===== config.mk =====
export PLATFORM = sky130hd
export DESIGN_NAME = dipdb_ram
export DESIGN_NICKNAME = d
export VERILOG_FILES = /design/src/design/dipdb_ram.sv
export SDC_FILE = /design/constraint.sdc
export NUM_CORES = 2
export LEC_CHECK = 0
export BUFFER_PORTS_ARGS = -buffer_cell sky130_fd_sc_hd__buf_2
export CAP_MARGIN = 30
export CORE_UTILIZATION = 61
export DETAILED_ROUTE_END_ITERATION = 10
export GPL_TIMING_DRIVEN = 0
export MAX_ROUTING_LAYER = met4
export PLACE_DENSITY = 0.79
export SLEW_MARGIN = 10
export SYNTH_ARGS = -nofsm -noshare
export SYNTH_HDL_FRONTEND = slang
export SYNTH_SLANG_ARGS = --single-unit

===== constraint.sdc =====
create_clock -name clock -period 2.9 [get_ports clock]
set_input_delay 0.29 -clock clock [delete_from_list [all_inputs] [get_ports clock]]
set_output_delay 0.29 -clock clock [all_outputs]
set_load 0.05 [all_outputs]

===== src/design/dipdb_ram.sv =====
// Generic single-write, single-read synchronous RAM with registered read data.
// No dependencies.
module dipdb_ram #(
   parameter int WIDTH = 8,
   parameter int DEPTH = 256
) (
   input  logic                     clock,
   input  logic                     wr_en,
   input  logic [$clog2(DEPTH)-1:0] wr_addr,
   input  logic [WIDTH-1:0]         wr_data,
   input  logic                     rd_en,
   input  logic [$clog2(DEPTH)-1:0] rd_addr,
   output logic [WIDTH-1:0]         rd_data
);

   logic [WIDTH-1:0] mem_ff [DEPTH];
   logic [WIDTH-1:0] rd_data_ff;

   // write port
   always_ff @(posedge clock) begin
      if (wr_en) begin
         mem_ff[wr_addr] <= wr_data;
      end
   end

   // read port, data held until the next read
   always_ff @(posedge clock) begin
      if (rd_en) begin
         rd_data_ff <= mem_ff[rd_addr];
      end
   end

   assign rd_data = rd_data_ff;

endmodule


==> results.txt <==
- Run status: finished, violations left
- Clock tree synthesis inserted a total of approximately 190 buffers.
- Sorting the synthesized cells by how often they occur yields sky130_fd_sc_hd__edfxtp_1, sky130_fd_sc_hd__mux4_2, sky130_fd_sc_hd__nor2_1.
- The count of final max-slew check failures is 0.
* CTS tree: yes
- The worst hold path belongs to the class in2reg.
* Average footprint of a synthesized cell: roughly 21 um2
- Worst R2R Start: mem_ff[132][2]
- In this run, synthesis inferred about 2100 flip-flops with an integrated enable.
* Largest fanout on the critical path: 10
* Count of max-cap constraint violations: 0
* Residual DRC count: 0
- The worst setup path is launched from an input port.
- The first global-routing pass estimated roughly 320 mm of wire.
* R2R Path End: rd_data[2]
* Sinks on Clock Net: 2056
- The floorplan has 132 rows.
* DIE WIDTH: between 300 and 400 um
- Post CTS Setup Buffer Count: 0
- Summing all multi-input logic gate instances after layout gives between 15000 and 20000 um2.
- Worst Slack Setup Final: -520 ps
- Register bit total from synthesis: ~2100
- In this run the number of H-tree levels came out at 4.
- The detail route stage leaves a number of antenna-violating nets equal to 0.
* Required time at the worst-slack endpoint: 3470 ps
- Slew of the pin with the lowest slew margin: between 1000 and 1500 ps
- Summed over all layers, the global routing overflow is 0.
* Most common cell in the netlist: sky130_fd_sc_hd__edfxtp_1
* Areal power density over the cells: between 600 and 700 nW/um2
- Ys Warns: 0
* Proportion of netlist area held by the largest area contributor: 77.5%
* Vias in the first global route: 42400
- The initial antenna violation count was 20.
* Ratio of cells with drive above 1 in the final layout: about a quarter
* Area added between synthesis and finish: 12.1%
* Mapped cell area: approximately 80000 um2
* Final count of hold timing violations: 1
- In the global route stage, overall resource usage came out at between 30% and 40%.
* Die Area: 132000 um2
- Maximum number of pins on one net before global-route repair: 161
* Gp weighted congestion: ~1.0
* Largest vdd supply drop: 0.706 mV
- Summing all flip-flop and latch instances after layout gives about 62000 um2.
- Final wirelength: between 200 and 250 mm
- The detailed router placed about 44000 vias in this run.
* Total power after layout: 60.8 mW
* Number of port buffers: 27
- During I/O placement, the number of pins put on the boundary was 35.
- STA classifies the critical path endpoint as a flop.
* Number of search-and-repair iterations in the first detailed-routing pass: 9
* Unrepaired setup endpoints after global routing: yes
- Min Hold Slack: -3.37 ps
* Syn nets: between 3000 and 4000
- Share of synthesized area occupied by flip-flops and latches: ~78%
* Kind of critical path: in2reg
* Leading register cell type out of synthesis: sky130_fd_sc_hd__edfxtp_1
- Violations in the final reports: negative hold slack, negative setup slack
- Clock-pin slew was measured on the worst setup and hold paths at about 60 ps.
- LEAKAGE: around 28 nW
- Share of synthesized registers carrying an async set or reset: 0%
- Clock latency on the worst-skew pair: 830 ps
- The floorplan step defined a core boundary enclosing about 130000 um2.
- Post-route setup TNS: -32160 ps
- Detail-routed via count per cell: roughly 7.4
- The initial utilization of the core area, before any placement, comes to around three fifths.
- Largest area contributor in the synthesized netlist: sky130_fd_sc_hd__edfxtp_1
- The worst path in the final design needs a cycle of around 3400 ps, including I/O delays and setup.
* Worst setup slack before clock tree synthesis: -1570 ps
* Die Height: 363 um
- In the final routed layout, each cell accounts on average for 39.7 um.
* Final standard cell utilization of the core: approximately 69%
* Fill cell instance count of the final layout: roughly 7500
* Critical path destination: rd_data[2]
- Summing all non-filler instances in the final layout gives an area of approximately 89000 um2.
- Counting along the longest clock path gives a buffer depth of 3.
- Synthesis handed over a netlist of around 3700 instances.
* Peak clock frequency supported by timing: 0.292 GHz
* Worst slew margin relative to its limit: roughly a fifth
- Yosys mapped the design onto between 50 and 60 distinct sky130hd cell types.
- The first routing iteration left ~9000 violations.
- The clock arrives with roughly 27 ps of skew.
* Setup-violating endpoint count in the final report: approximately 350
- Net total in the final layout: approximately 4000
- In this run the cell area measured after placement is between 80000 and 90000 um2.
* Cell types with the largest area share after synthesis: sky130_fd_sc_hd__edfxtp_1, sky130_fd_sc_hd__mux4_2, sky130_fd_sc_hd__mux2i_1, sky130_fd_sc_hd__nor2_1, sky130_fd_sc_hd__a22oi_1
- Inst Count DP: around 5600
- The critical path starts at rd_addr[5].
- Post-route clock period utilization: 118%
- Root buffer cell: sky130_fd_sc_hd__clkbuf_16
- The count of cells in the finished layout, fillers not included, comes to between 5000 and 6000.
* Data arrival time of the critical path: around 4000 ps
* Cell count of the worst reg-to-reg path: 6
* Register-to-register path setup slack: -200 ps
- The HPWL after detailed placement is approximately 150 mm.
==> layout make-up <==
class	count	area share, %
Antenna cell	25	0.0701
Buffer	232	1.73
Clock buffer	241	5.66
Clock inverter	104	0.989
Inverter	2	0.00841
Multi-Input combinational cell	1442	18.7
Sequential cell	2056	69.2
Tap cell	1742	2.44
Timing Repair Buffer	96	1.20
==> layer usage <==
layer / wire (um) / track usage, %
met5: 0 / -
met4: 18200 / 22.3
met3: 40100 / 13.8
met2: 104000 / 52.9
met1: 73400 / 46.1
==> worst max-delay path, cell delays in order <==
cell	delay, ps
sky130_fd_sc_hd__buf_2	390
sky130_fd_sc_hd__buf_2	470
sky130_fd_sc_hd__clkbuf_1	850
sky130_fd_sc_hd__nor2_1	130
sky130_fd_sc_hd__a2111oi_1	970
sky130_fd_sc_hd__nor3_1	340
sky130_fd_sc_hd__nor4_4	530
==> what timing repair did <==
| item | 4_1_cts | 5_1_grt |
|---|---|---|
| pin swaps | 0 | 0 |
| hold endpoints to repair | 157 | 0 |
| hold buffers | 6 | 0 |
| endpoints found under the setup margin | 8 | 148 |
| gates resized for setup | 51 | 46 |
==> placed cells by master (no fill, tap or decap), drive strengths merged, types with 3 or more instances in the layout <==
cell type / n
edfxtp: 2056
mux4: 456
clkbuf: 355
nor2: 282
buf: 205
mux2i: 134
a22oi: 133
a21oi: 96
clkinv: 79
o221ai: 47
nand3: 34
nand2: 33
nor2b: 31
o22ai: 28
nor4: 27
diode: 25
nor3: 22
a211oi: 16
a221oi: 14
bufinv: 13
o21ai: 12
inv: 11
nand4: 10
o211ai: 10
nand2b: 8
a22o: 8
and2: 6
dlygate4sd3: 6
o22a: 5
o32ai: 5
a2111oi: 5
or2: 4
clkdlybuf4s15: 3
clkinvlp: 3
==> state kept, by name (all words and copies together) (netlist names) <==
register  count
mem_ff     2048
rd_data       8
==> worst min path at each step <==
stage	start	endpoint	slack [ps]	cells after the start
CTS	wr_data[3]	mem_ff[66][3]	7	1
detailed placement	rd_en	rd_data[5]	720	1
global placement	rd_en	rd_data[6]	700	1
global route	wr_data[3]	mem_ff[66][3]	20	1
floorplan	wr_data[0]	mem_ff[0][0]	390	0
finish	wr_data[0]	mem_ff[208][0]	-3	1
==> power breakdown <==
group | internal [mW] | switching (mW) | leakage, nW
clock network | 13.5 | 10.9 | 2.90
logic | 1.11 | 2.50 | 6.27
registers | 32.8 | 0.0310 | 18.5
==> cells by family (layout without fill, tap and decap cells) <==
| group | after synthesis | count (layout) | share of synthesized area (%) |
|---|---|---|---|
| AOI/OAI and AO/OA | 385 | 385 | 3.42 |
| buffers and inverters | 235 | 675 | 1.83 |
| DFF | 2056 | 2056 | 77.5 |
| muxes | 591 | 591 | 14.6 |
| other | 0 | 25 | 0 |
| and+or+nand+nor | 466 | 466 | 2.63 |
Power figures use the tool's default switching activity.
