## src/design/dipdb_pkg.sv

```systemverilog
// Package for the DIP dead-block / stream-bypass replacement unit.
// Holds sizes, codes, the set-row layout and shared helper functions.
// No dependencies.
package dipdb_pkg;

   // Cache geometry and policy sizes
   localparam int NUM_SETS      = 2048;
   localparam int NUM_WAYS      = 16;
   localparam int LEADER_SETS   = 32;
   localparam int SELECTOR_BITS = 10;
   localparam int HISTORY_DEPTH = 4;

   localparam int SET_BITS    = $clog2(NUM_SETS);
   localparam int WAY_BITS    = $clog2(NUM_WAYS);
   localparam int RANK_BITS   = WAY_BITS;
   localparam int REUSE_BITS  = 2;
   localparam int PTR_BITS    = $clog2(HISTORY_DEPTH);
   localparam int ADDR_BITS   = 48;

   // leaves of the victim compare tree, ways rounded up to a power of two
   localparam int TREE_LEAVES = 1 << WAY_BITS;

   // Fixed field widths of the streams
   localparam int SET_IDX_BITS = 11;
   localparam int WAY_IDX_BITS = 4;
   localparam int THRESH_BITS  = 3;
   localparam int MASK_BITS    = 5;
   localparam int ACC_BITS     = 5;
   localparam int CSR_IDX_BITS = 2;
   localparam int CSR_DATA_BITS = 5;
   localparam int REQ_DATA_BITS = 64;
   localparam int RSP_DATA_BITS = 8;

   localparam int LEADER_STRIDE = (NUM_SETS / LEADER_SETS) > 0 ? (NUM_SETS / LEADER_SETS) : 1;
   localparam int LIP_LEADERS   = LEADER_SETS / 2;
   localparam int PSEL_HALF     = 1 << (SELECTOR_BITS - 1);
   localparam int PSEL_MAX      = (1 << SELECTOR_BITS) - 1;
   localparam int REUSE_MAX     = 3;

   localparam logic [THRESH_BITS-1:0] THRESH_RESET = THRESH_BITS'(3);
   localparam logic [MASK_BITS-1:0]   MASK_RESET   = MASK_BITS'(31);

   typedef enum logic [1:0] {
      SIGN_ZERO = 2'd0,
      SIGN_POS  = 2'd1,
      SIGN_NEG  = 2'd2
   } sign_type;

   typedef enum logic {
      OP_QUERY  = 1'b0,
      OP_UPDATE = 1'b1
   } op_type;

   typedef enum logic [CSR_IDX_BITS-1:0] {
      CSR_STREAM_THRESHOLD = 2'd0,
      CSR_BIP_MASK         = 2'd1
   } csr_index_type;

   typedef enum logic [1:0] {
      ST_CLEAR,
      ST_IDLE,
      ST_LOOKUP
   } state_type;

   // One row of metadata per set
   typedef struct packed {
      logic [NUM_WAYS-1:0][RANK_BITS-1:0]  rank;
      logic [NUM_WAYS-1:0][REUSE_BITS-1:0] reuse;
      logic [ADDR_BITS-1:0]                prev_addr;
      sign_type [HISTORY_DEPTH-1:0]        signs;
      logic [PTR_BITS-1:0]                 ptr;
      logic                                streaming;
   } row_type;

   localparam int ROW_BITS = $bits(row_type);

   typedef struct packed {
      op_type                op;
      logic [SET_BITS-1:0]   set;
      logic [WAY_BITS-1:0]   way;
      logic [ADDR_BITS-1:0]  addr;
      logic                  hit;
   } item_type;

   typedef struct packed {
      logic [WAY_IDX_BITS-1:0] victim_way;
      logic                    set_streaming;
      logic                    fill_bypassed;
   } result_type;

   // Global policy context handed to the row update logic
   typedef struct packed {
      logic [SELECTOR_BITS-1:0] psel;
      logic [ACC_BITS-1:0]      acc_count;
      logic [THRESH_BITS-1:0]   threshold;
      logic [MASK_BITS-1:0]     bip_mask;
   } policy_type;

   function automatic row_type row_reset();
      row_type r;
      r = '0;
      for (int w = 0; w < NUM_WAYS; w++) begin
         r.rank[w]  = RANK_BITS'(NUM_WAYS - 1);
         r.reuse[w] = REUSE_BITS'(1);
      end
      for (int k = 0; k < HISTORY_DEPTH; k++) begin
         r.signs[k] = SIGN_ZERO;
      end
      return r;
   endfunction

   function automatic logic [SET_BITS-1:0] set_of(input logic [SET_IDX_BITS-1:0] s);
      return SET_BITS'(s % NUM_SETS);
   endfunction

   function automatic logic [WAY_BITS-1:0] way_of(input logic [WAY_IDX_BITS-1:0] w);
      return WAY_BITS'(w % NUM_WAYS);
   endfunction

endpackage

```

## src/design/dipdb_row_update.sv

```systemverilog
// Read-modify-write logic for one set row: victim search, stream detector,
// LRU aging, reuse counters and DIP set dueling. Depends on dipdb_pkg.
module dipdb_row_update (
   input  dipdb_pkg::item_type                    item,
   input  dipdb_pkg::row_type                     row_in,
   input  dipdb_pkg::policy_type                  policy,
   output dipdb_pkg::row_type                     row_out,
   output dipdb_pkg::result_type                  result,
   output logic [dipdb_pkg::SELECTOR_BITS-1:0]    psel_out
);
   import dipdb_pkg::*;

   // Victim: largest rank, highest way on ties; a log-depth compare tree
   function automatic logic [WAY_BITS-1:0] victim_of(
      input logic [NUM_WAYS-1:0][RANK_BITS-1:0] r
   );
      logic [TREE_LEAVES-1:0][RANK_BITS-1:0] rk;
      logic [TREE_LEAVES-1:0][WAY_BITS-1:0]  ix;
      logic [TREE_LEAVES-1:0]                vl;
      logic                                  take_b;
      for (int i = 0; i < TREE_LEAVES; i++) begin
         rk[i] = (i < NUM_WAYS) ? r[i] : '0;
         ix[i] = WAY_BITS'(i);
         vl[i] = (i < NUM_WAYS);
      end
      for (int lvl = 0; lvl < WAY_BITS; lvl++) begin
         for (int i = 0; i < (TREE_LEAVES >> (lvl + 1)); i++) begin
            take_b = vl[2*i+1] && (!vl[2*i] || (rk[2*i+1] >= rk[2*i]));
            rk[i]  = take_b ? rk[2*i+1] : rk[2*i];
            ix[i]  = take_b ? ix[2*i+1] : ix[2*i];
            vl[i]  = vl[2*i] || vl[2*i+1];
         end
      end
      return ix[0];
   endfunction

   logic [RANK_BITS-1:0] limit;
   logic [RANK_BITS-1:0] ins;
   logic                 leader;
   logic                 bip_leader;
   logic                 use_bip;
   sign_type             code;
   int                   pos_cnt;
   int                   neg_cnt;
   int                   nz_cnt;
   logic                 stream;

   always_comb begin
      row_out    = row_in;
      result     = '0;
      psel_out   = policy.psel;
      limit      = '0;
      ins        = '0;
      code       = SIGN_ZERO;
      pos_cnt    = 0;
      neg_cnt    = 0;
      nz_cnt     = 0;
      stream     = row_in.streaming;
      leader     = (item.set % LEADER_STRIDE) == 0;
      bip_leader = leader && ((item.set / LEADER_STRIDE) >= LIP_LEADERS);
      use_bip    = leader ? bip_leader : (policy.psel < SELECTOR_BITS'(PSEL_HALF));

      if (item.op == OP_QUERY) begin
         result.victim_way    = WAY_IDX_BITS'(victim_of(row_in.rank));
         result.set_streaming = row_in.streaming;
      end else begin
         // stream detector
         if (row_in.prev_addr != '0) begin
            if (item.addr > row_in.prev_addr) begin
               code = SIGN_POS;
            end else if (item.addr < row_in.prev_addr) begin
               code = SIGN_NEG;
            end
            row_out.signs[row_in.ptr] = code;
            row_out.ptr = (row_in.ptr == PTR_BITS'(HISTORY_DEPTH - 1)) ? '0 :
                          row_in.ptr + 1'b1;
         end
         row_out.prev_addr = item.addr;
         for (int k = 0; k < HISTORY_DEPTH; k++) begin
            if (row_out.signs[k] == SIGN_POS) pos_cnt++;
            else if (row_out.signs[k] == SIGN_NEG) neg_cnt++;
            if (row_out.signs[k] != SIGN_ZERO) nz_cnt++;
         end
         stream = (nz_cnt >= int'(policy.threshold)) &&
                  ((pos_cnt >= int'(policy.threshold)) || (neg_cnt >= int'(policy.threshold)));
         row_out.streaming    = stream;
         result.set_streaming = stream;

         priority if (!item.hit && stream) begin
            // streaming miss: park at LRU and bypass
            row_out.rank[item.way] = RANK_BITS'(NUM_WAYS - 1);
            result.fill_bypassed   = 1'b1;
         end else if (item.hit) begin
            // hit: promote to MRU
            limit = row_in.rank[item.way];
            for (int w = 0; w < NUM_WAYS; w++) begin
               if (row_in.rank[w] < limit) row_out.rank[w] = row_in.rank[w] + 1'b1;
            end
            row_out.rank[item.way] = '0;
            if (row_in.reuse[item.way] < REUSE_BITS'(REUSE_MAX)) begin
               row_out.reuse[item.way] = row_in.reuse[item.way] + 1'b1;
            end
         end else begin
            // fill: insertion position from reuse and dueling
            ins = (row_in.reuse[item.way] >= REUSE_BITS'(2)) ? '0 :
                  RANK_BITS'(NUM_WAYS - 1);
            if (use_bip) begin
               ins = ((policy.acc_count & policy.bip_mask) == '0) ? '0 :
                     RANK_BITS'(NUM_WAYS - 1);
            end
            for (int w = 0; w < NUM_WAYS; w++) begin
               if (row_in.rank[w] < ins) row_out.rank[w] = row_in.rank[w] + 1'b1;
            end
            row_out.rank[item.way]  = ins;
            row_out.reuse[item.way] = (ins == RANK_BITS'(NUM_WAYS - 1)) ?
                                      REUSE_BITS'(0) : REUSE_BITS'(1);
            if (leader) begin
               if (!bip_leader) begin
                  if (policy.psel < SELECTOR_BITS'(PSEL_MAX)) psel_out = policy.psel + 1'b1;
               end else begin
                  if (policy.psel != '0) psel_out = policy.psel - 1'b1;
               end
            end
         end
      end
   end

endmodule
```

## config.mk

```make
export PLATFORM = sky130hd
export DESIGN_NAME = dipdb_row_update
export DESIGN_NICKNAME = d
export VERILOG_FILES = /design/src/design/dipdb_pkg.sv /design/src/design/dipdb_row_update.sv
export SDC_FILE = /design/constraint.sdc
export NUM_CORES = 1
export LEC_CHECK = 0
export ABC_AREA = 0
export CORE_AREA = 2 2 199 123
export DETAILED_ROUTE_END_ITERATION = 7
export DIE_AREA = 0 0 201 125
export DONT_BUFFER_PORTS = 1
export PLACE_DENSITY = 0.66
export SYNTH_ARGS = -nofsm -noshare
export SYNTH_HDL_FRONTEND = slang
export SYNTH_SLANG_ARGS = --single-unit
```

## constraint.sdc

```tcl
create_clock -name vclk -period 8.6
set_clock_uncertainty 0.2 [all_clocks]
set_input_delay 0.43 -clock vclk [all_inputs]
set_output_delay 0.43 -clock vclk [all_outputs]
set_load 0.01 [all_outputs]
```

==> flow_metrics.env <==
export IMPL_drc=0
export IMPL_first_pass_iters=5
export IMPL_wl_met3_mm=8.79
export IMPL_fmax_mhz=126
export IMPL_arrival_ns=7.32
export IMPL_top_level_ports=414
export IMPL_post_cts_setup_buffers=0
export IMPL_area_growth_pct=1.96
export IMPL_synth_net_count=2248
export IMPL_grt_ovfl_total=0
export IMPL_core_area_um2=23500
export IMPL_nFillCells=2356
export IMPL_ys_seq_area_share_pct=0
export IMPL_met1Wirelength_mm=23.7
export IMPL_worstSetupEndpointType="primary output"
export IMPL_hold_viol=0
export IMPL_placementRows=44
export IMPL_relSlewSlack_pct=18.6
export IMPL_crit_fanout=33
export IMPL_grt_pass1_vias=13145
export IMPL_vias=14560
export IMPL_fin_crit_ns=7.95
export IMPL_drive_gt1_share_pct=7.65
export IMPL_crit_buf_inv=1
export IMPL_path_cells="nor4_1, nand4_1, or3_1, nand2_2, nor4_1, or2_2, ha_1, a31oi_1, a21oi_1, ha_1, mux2_2, ha_1, mux2_2, ha_1, a21oi_1, o22ai_1, nor3_1, o311ai_2, o211ai_4, buf_4, nand4_1, a2bb2oi_1"
export IMPL_dp_hpwl_mm=43.1
export IMPL_cts_hold_buf=0
export IMPL_nets=2190
export IMPL_ant_nets=0
export IMPL_synth_area_um2=12700
export IMPL_status="completed"
export IMPL_wl_per_cell_um=27.2
export IMPL_dr_wl_met2_mm=21.0
export IMPL_gp_congestion=1.04
export IMPL_period_share_pct=92.5
export IMPL_peakVddDrop_mv=0.0646
export IMPL_n_clock_buffer=0
export IMPL_antenna_found_initial=0
export IMPL_required_ns=7.97
export IMPL_regArea_um2=0
export IMPL_yosysWarnings=0
export IMPL_worstSetupPathType="in2out"
export IMPL_syn_inst=1760
export IMPL_start_kind="primary input"
export IMPL_crit_family="simple AND/OR/NAND/NOR gates"
export IMPL_grt_usage_pct=41.5
export IMPL_hold_class="in2out"
export IMPL_die_x_um=201
export IMPL_layout_commonest_cell="ha_1"
export IMPL_routed_wl_mm=55.1
export IMPL_initial_utilization_pct=53.8
export IMPL_final_cell_mix="ha_1 (245), a21oi_1 (168), nand2_1 (155)"
export IMPL_final_max_slew_viol_count=0
export IMPL_max_cap_violations=0
export IMPL_grt_setup_unrepaired="no"
export IMPL_setup_viol=0
export IMPL_drt_vias_per_instance=7.19
export IMPL_multi_input_area_um2=11800
export IMPL_p_total_mw=1.30
export IMPL_drt_iter0_markers=1811
export IMPL_max_stage_delay_ns=0.64
export IMPL_tightestPinTransition_ns=1.21
export IMPL_leakagePower_nw=5.85
export IMPL_crit_path_top_delay_cell="nor4_1"
export IMPL_tns_ns=0
export IMPL_cp_common_cell="ha_1"
export IMPL_die_area_um2=25100
export IMPL_seq_cell_count=0
export IMPL_grt_pass1_wl_mm=81.3
export IMPL_die_h_um=125
export IMPL_avgSynthCellArea_um2=7.19
export IMPL_grt_max_degree=157
export IMPL_maxUsedRoutingLayer="met5"
export IMPL_cts_resized=0
export IMPL_synth_cell_types=79
export IMPL_io_buffers=0
export IMPL_power_density_nw_per_um2=100
==> per-layer routing <==
metal	track usage (%)	vias to the layer above
met1	58.3	6814
met5	3.38	-
met4	10.9	2
met3	18.6	124
met2	56.3	967
li1	-	6653
==> final cells by class <==
cell class / count / share of cell area (%)
inverter: 126 / 3.67
timing repair buffer: 28 / 1.73
antenna: 3 / 0.0582
tap: 322 / 3.12
multi-input combinational: 1546 / 91.4
==> power breakdown <==
| group | internal (mW) | switching (mW) |
|---|---|---|
| sequential | 0 | 0 |
| clock | 0.0000000477 | 0 |
| combinational | 0.526 | 0.769 |
==> worst paths after layout <==
check | from | to | cells after the start
max | row_in[18] | row_out[63] | 22
min | policy[18] | psel_out[5] | 1
==> cell usage after synthesis (all sizes together), types with 9 or more instances <==
master     n  share of area, %
xor2      20               1.4
nand4     42               2.1
inv      126               3.7
o21ai    107               4.2
a21oi    168               6.6
o211ai    21               1.3
o221ai     9              0.62
a21o      66               3.9
a2111oi   27               1.9
o21a      18               1.1
ha       245                24
or2       11              0.54
a211oi    20               1.2
nand3     56               2.2
a31oi     31               1.5
mux2i     35               2.8
buf       33               1.5
nand2    157               4.7
nor2     108               3.2
nor4      31               1.6
a22oi     16              0.95
o31ai     23               1.9
clkbuf    55               1.6
mux2      38               3.6
xnor2     22               1.5
o22a      29               2.0
nor3      30               1.2
a2bb2oi   23               1.6
o2bb2ai   13              0.90
nor2b     19              0.94
nand2b    39               1.9
mux4      28               5.0
o32a      13               1.0
==> per-stage QoR <==
step / instances / hold WS [ns] / instance area [um2] / util, % / worst slack [ns]
finish: 2025 / 0.746 / 12900 / 54.9 / 0.648
global route: 2022 / 0.745 / 12900 / 54.8 / 0.404
CTS: 2022 / 0.745 / 12900 / 54.8 / 0.920
detailed placement: 2022 / 0.744 / 12900 / 54.8 / 0.941
global placement: 2022 / 0.747 / 12900 / 54.8 / 0.998
floorplan: 1760 / 0.740 / 12700 / - / 1.61
==> logic make-up (layout without fill, tap and decap cells) <==
kind of cell / Yosys count / after routing / synth area share, %
AOI/OAI and AO/OA: 633 / 633 / 34.5
adders and majority gates: 245 / 245 / 24.2
xor gates and xnor gates: 42 / 42 / 2.91
buffers and inverters: 214 / 154 / 6.87
other: 0 / 3 / 0
muxes: 101 / 101 / 11.4
and+or+nand+nor: 525 / 525 / 20.2
No activity file was read; power rests on OpenSTA's default activity.
